$ cat src/rtl/line_ring_buffer_unit_macros.svh
// assertion macros for the line ring buffer unit
`ifndef LINE_RING_BUFFER_UNIT_MACROS_SVH
`define LINE_RING_BUFFER_UNIT_MACROS_SVH
`ifndef ASSERT_OFF
`define LRB_ASSERT(label, clk, rst, prop, msg) \
   label: assert property (@(posedge clk) disable iff (rst) (prop)) else $error(msg);
`define LRB_ASSERT_NR(label, clk, prop, msg) \
   label: assert property (@(posedge clk) (prop)) else $error(msg);
`else
`define LRB_ASSERT(label, clk, rst, prop, msg)
`define LRB_ASSERT_NR(label, clk, prop, msg)
`endif
`endif

$ cat src/rtl/lrb_pkg.sv
`timescale 1ns / 1ps
// ----------------------------------------------------------------------------
// lrb_pkg
// types and constants shared by the line ring buffer unit
// ----------------------------------------------------------------------------
package lrb_pkg;
   localparam logic [1:0] OP_APPEND = 2'd0;
   localparam logic [1:0] OP_END    = 2'd1;
   localparam logic [1:0] OP_READ   = 2'd2;
   localparam logic [1:0] OP_NOP    = 2'd3;
   localparam logic [7:0] NEWLINE   = 8'd10;

   typedef struct packed {
      logic [1:0] opcode;
      logic [7:0] char_in;
   } req_type;

   typedef struct packed {
      logic [7:0] out_byte;
      logic       out_valid;
      logic       out_last;
      logic       rejected;
      logic [6:0] lines_held;
   } rsp_type;
endpackage

$ cat src/rtl/lrb_front.sv
`timescale 1ns / 1ps
// ----------------------------------------------------------------------------
// lrb_front
// accepts commands and holds them in a two entry queue for the engine
// ----------------------------------------------------------------------------
module lrb_front (
   input  logic             clock,
   input  logic             reset,
   input  logic             start,
   input  lrb_pkg::req_type req_data,
   output logic             busy,
   output logic             q_valid,
   output lrb_pkg::req_type q_data,
   input  logic             q_pop
);
   lrb_pkg::req_type ent_ff [2];
   logic [1:0] cnt_ff, cnt_in;
   logic       rd_ff, rd_in, wr_ff, wr_in;
   logic       push;

   assign busy    = cnt_ff[1];
   assign push    = start && !busy;
   assign q_valid = cnt_ff != 2'd0;
   assign q_data  = ent_ff[rd_ff];

   // queue pointers
   always_comb begin
      cnt_in = cnt_ff + 2'(push) - 2'(q_pop && q_valid);
      rd_in  = rd_ff ^ (q_pop && q_valid);
      wr_in  = wr_ff ^ push;
   end

   always_ff @(posedge clock) begin
      if (reset) begin
         cnt_ff <= '0;
         rd_ff  <= 1'b0;
         wr_ff  <= 1'b0;
      end else begin
         cnt_ff <= cnt_in;
         rd_ff  <= rd_in;
         wr_ff  <= wr_in;
      end
      if (push) ent_ff[wr_ff] <= req_data;
   end

   `include "line_ring_buffer_unit_macros.svh"
   `LRB_ASSERT(a_cnt_max, clock, reset, cnt_ff != 2'd3, "queue count overflow")
   `LRB_ASSERT(a_full_busy, clock, reset, (cnt_ff == 2'd2) |-> busy, "full queue not busy")
   `LRB_ASSERT(a_push_cnt, clock, reset, (push && !q_pop) |=> cnt_ff != 2'd0, "lost push")
endmodule

$ cat config.mk
export PLATFORM = sky130hd
export DESIGN_NAME = lrb_front
export DESIGN_NICKNAME = d
export VERILOG_FILES = /design/src/rtl/lrb_pkg.sv /design/src/rtl/lrb_front.sv
export VERILOG_INCLUDE_DIRS = /design/src /design/src/rtl
export SDC_FILE = /design/constraint.sdc
export NUM_CORES = 1
export LEC_CHECK = 0
export BUFFER_PORTS_ARGS = -buffer_cell sky130_fd_sc_hd__clkbuf_2
export CAP_MARGIN = 20
export CORE_UTILIZATION = 50
export CTS_BUF_LIST = sky130_fd_sc_hd__clkbuf_4 sky130_fd_sc_hd__clkbuf_8 sky130_fd_sc_hd__clkbuf_16
export DETAILED_ROUTE_END_ITERATION = 7
export PLACE_DENSITY = 0.77
export SLEW_MARGIN = 20
export SYNTH_ARGS = -nofsm -noshare
export SYNTH_HDL_FRONTEND = slang
export SYNTH_SLANG_ARGS = --single-unit
export TNS_END_PERCENT = 100
$ cat constraint.sdc
create_clock -name clock -period 2.9 [get_ports clock]
set_input_delay 0.145 -clock clock [delete_from_list [all_inputs] [get_ports clock]]
set_output_delay 0.145 -clock clock [all_outputs]
set_load 0.005 [all_outputs]
* Yosys cells after proc, flatten, opt, wreduce, memory -nomap -nowiden
Memory sizes are Yosys's and may differ from the RTL's. A register that Yosys moved wholly into a read port is not among the register bits. Index checks and enable logic that the tools add are counted.
Cells by class: $add $sub $neg 2, muxes and demuxes 3, bitwise logic cells 2, reduce and logical (&&, ||, !) cells 4
Operator list (count):
- $mux 1 | 3
- $add 2x1->2 | 1
- $logic_and 1x1->1 | 2
- $reduce_bool 2->1 | 1
- $sub 2x1->2 | 1
- $xor 1x1->1 | 2
- $logic_not 1->1 | 1
Storage, ports and cells: register bits after elaboration 4, RAM bits 20, input bits 14, output and inout port bits 12, word-level logic and storage cells 15, memories 1
Memory list:
- ent_ff | words 2, width 10, read ports 1, clocked after memory_dff 1, write ports 1, RTL line lrb_front.sv:16 | lrb_pkg::req_type ent_ff [2];

* Depth between registers and ports, before layout
depth after elaboration 4, gate-level depth with buffers 6, mapped depth without buffers 6

* Worst setup path after synthesis
No wires, ideal clock.
path type register to register, start register cnt_ff[1], end register cnt_ff[1], library setup time 121 ps, data arrival time 1244 ps, data required time 2779 ps, slack 1535 ps, stages on the path, launching flop included 6, buffers on the path 0, clock period less this slack 1365 ps, cells stage by stage dfxtp_1 -> and2b_2 -> o22a_1 -> ha_1 -> nor3_1 -> nor3_2
On the way: cells in the longest elaborated chain, start to end 4, elaborated cells between the ends (all ways) 6, classes of those cells add/sub: 2; reduce/logical: 4
RTL lines:
- from (decl) | RTL line lrb_front.sv:17 | logic [1:0] cnt_ff, cnt_in;
- from (signal assigned) | RTL line lrb_front.sv:39 | cnt_ff <= cnt_in;
- $logic_not 1->1 | RTL line lrb_front.sv:22 | assign push = start && !busy;
- $logic_and 1x1->1 | RTL line lrb_front.sv:22
- $add 2x1->2 | RTL line lrb_front.sv:28 | cnt_in = cnt_ff + 2'(push) - 2'(q_pop && q_valid);
- $sub 2x1->2 (*) | RTL line lrb_front.sv:28
Every way passes the cells marked *; elsewhere a longest branch is shown, timed or not. A chain may end at the register's enable or synchronous reset.

==> flow_summary.toml <==
[critical_path]
cp_max_fo = 11
rr_startpoint = "cnt_ff[1]$_SDFF_PP0_"
critPathTopFamily = "flip-flops"
crit_path_start_kind = "flop"
crit_path_max_incr_delay_ns = 0.65
r2r_end = "cnt_ff[1]$_SDFF_PP0_"
cpMaxStageDelayCell = "dfxtp_1"
worst_ep_arrival_time_ns = 1.47
path_class = "flop to output pin"
cp.required_ns = 2.76
path_buf_inv = 1
path_cells = "mux2_2 -> clkbuf_2"
ff2ff_setup_slack_ns = 1.48
reg2reg_depth = 5
end_kind = "output pin"

[clock_tree]
cts.htree.levels = 1
clock_latency_ns = 0.30
clock_path_buffers = 2
cts-root-buf = "clkbuf_4"
cts.clk_slew.worst_paths_ns = 0.12
cts_tree = "built"
clock-sinks = 24
cts.repair.resized = 0
cts_made_buffers = 3
cts_setup_buffers = 0
postCtsHoldBufs = 0

[place]
portBuffers = 25
dp.final_hpwl_um = 980
gp_congestion = 0.695
placed_cells = 103

[final_layout]
drive_gt1_share_pct = 51.2
nets = 99
utilization_pct = 64.6
area_growth_pct = 20.0
final_cells = 107
num_antenna_cells = 0
n_fill_cell = 143

[route]
first_iter_violations = 17
dr.pass1.iters = 4
antenna_left = 0
wirelength_um = 1360
vias = 541
routedWlPerCell_um = 12.7
avgViaCountPerCell = 5.06
drc = 0

[floorplanning]
dieArea_um2 = 2060
start_util_pct = 53.8
die_y_um = 45.4
top_level_ports = 26
coreArea_um2 = 1750
num_rows = 15
die_x_um = 45.4

[grt]
antenna_found_initial = 0
gr-usage-met3_pct = 2.40
grt_use_met1_pct = 17.2
gr-usage-met2_pct = 25.2
top_usage_layer = "met2"
grt_pass1_vias = 487
grt_usage_pct = 15.0
grt_max_degree = 14
grt_pass1_wl_um = 2040
gr-total-overflow = 0

[yosys]
synth_edf_count = 20
seq_area_frac_synth_pct = 72.4
yosys.area.top_type = "edfxtp_1"
synth_cells = 54
synth_top_area_share_pct = 63.9
dominantRegCellSynth = "edfxtp_1"
synth_area_leaders = "edfxtp_1 64%, mux2_2 12%, dfxtp_1 8.5%"
syn-num-nets = 70
yosysWarnings = 0
synthArstFlopShare_pct = 0
syn_avg_cell_area_um2 = 17.4
ys_ff_latch = 24
syn_area_um2 = 940
synth_cell_types = 20

[sta]
fin_crit_sh_pct = 55.7
maxSlewViolCount = 0
slew_headroom_pct = 67.0
rsz0062_at_grt = "false"
final_hold_viol_count = 0
post-route-min-period_ns = 1.61
fin_worst_skew_ns = 0.00651
fmaxAchievable_mhz = 619
worst_slew_pin_slew_ns = 0.494
setup_viol = 0
fin_setup_tns_ns = 0

[pwr]
power.internal_w = 0.000596
pwr-share-seq_pct = 57.5
switching_power_w = 0.000193
p_comb_share_pct = 21.1
vdd.ir_drop.worst_mv = 0.349
finalPower_w = 0.000789
power.leakage_nw = 0.447
switching_share_pct = 24.5
pwr-share-clk_pct = 21.4
p_per_area_nw_per_um2 = 700

[hold_path]
hp-class = "primary input to flop"
worstHoldEndpoint = "ent_ff[1][5]$_DFFE_PP_"
hold_path_startpoint = "req_data[5]"
hold_depth = 1

[run_status]
status = "finished clean"

[run]
maxCapViolations = 0
==> logic make-up (layout without fill, tap and decap cells) <==
logic type / Yosys count / in the layout / synth area share, %
buffers and inverters: 2 / 30 / 0.931
AO/OA/AOI/OAI: 4 / 4 / 3.06
adder cells (fa/ha/maj): 2 / 2 / 2.66
multiplexers: 10 / 10 / 12.0
flip-flops: 24 / 24 / 72.4
AND/OR/NAND/NOR: 11 / 11 / 7.99
XOR/XNOR: 1 / 1 / 0.932
==> area by class of cell <==
type                            instances  area (um^2)  share of cell area [%]
Tap cell                               25         31.3                    2.77
Timing Repair Buffer                   25          125                    11.1
Sequential cell                        24          681                    60.4
Clock buffer                            4         36.3                    3.22
Inverter                                1         3.75                   0.333
Multi-Input combinational cell         28          250                    22.2
==> stage by stage <==
stage	instance area (um^2)	setup WS (ns)	hold slack, ns
after detailed placement	1090	1.48	0.340
final	1130	1.29	0.0204
after CTS	1130	1.23	0.0127
after floorplan	940	1.54	0.212
after global routing	1130	1.21	0.00948
after global placement	1090	1.51	0.334
==> registers in the layout, indices dropped and copies added (netlist names) <==
name and cells:
ent_ff 20, cnt_ff 2, rd_ff 1, wr_ff 1
==> power groups by stage <==
stage	combinational [W]	sequential [W]	clock (W)
3_5_place_dp	0.000168	0.000463	0
3_3_place_gp	0.000164	0.000459	0
6_report	0.000166	0.000453	0.000169
5_1_grt	0.000184	0.000460	0.000184
2_1_floorplan	0.000117	0.000443	0
4_1_cts	0.000170	0.000455	0.000174
==> cells in the mapped netlist, types with 2 or more instances <==
cell type  instances
edfxtp_1          20
ha_1               2
o21a_1             2
dfxtp_1            4
nor2_1             2
mux2_2            10
==> worst max path at each step <==
| stage | start | cells after the start | end | slack (ns) |
|---|---|---|---|---|
| after floorplan | cnt_ff[1]$_SDFF_PP0_ | 5 | cnt_ff[1]$_SDFF_PP0_ | 1.54 |
| after global placement | cnt_ff[1]$_SDFF_PP0_ | 2 | ent_ff[0][7]$_DFFE_PP_ | 1.51 |
| after CTS | rd_ff$_SDFF_PP0_ | 2 | q_data[6] | 1.23 |
| after global routing | rd_ff$_SDFF_PP0_ | 2 | q_data[3] | 1.21 |
| final | rd_ff$_SDFF_PP0_ | 2 | q_data[6] | 1.29 |
| after detailed placement | cnt_ff[1]$_SDFF_PP0_ | 5 | cnt_ff[1]$_SDFF_PP0_ | 1.48 |
==> metal layers <==
metal  part of all wire, %  routed length (um)
met1                    40                 541
met2                    53                 722
met3                   6.0                  81
met4                   1.0                  14
met5                     0                   0
==> cell usage in the layout (no fill, tap or decap), drive strengths merged <==
master,n
xor2,1
nand3,1
clkbuf,29
dfxtp,4
o21ai,1
and4bb,1
edfxtp,20
o22a,1
and2b,2
nor2,2
inv,1
and2,1
nor2b,1
nor3,2
o21a,2
or2,1
ha,2
mux2,10
==> worst register-to-register path, delay by kind of cell, from the launching register on <==
kind / cells / cell delay, ns
adder cells (fa/ha/maj): 1 / 0.19
AO/OA/AOI/OAI: 1 / 0.18
flip-flops: 1 / 0.42
AND/OR/NAND/NOR: 3 / 0.54
No activity file was read; power rests on OpenSTA's default activity.
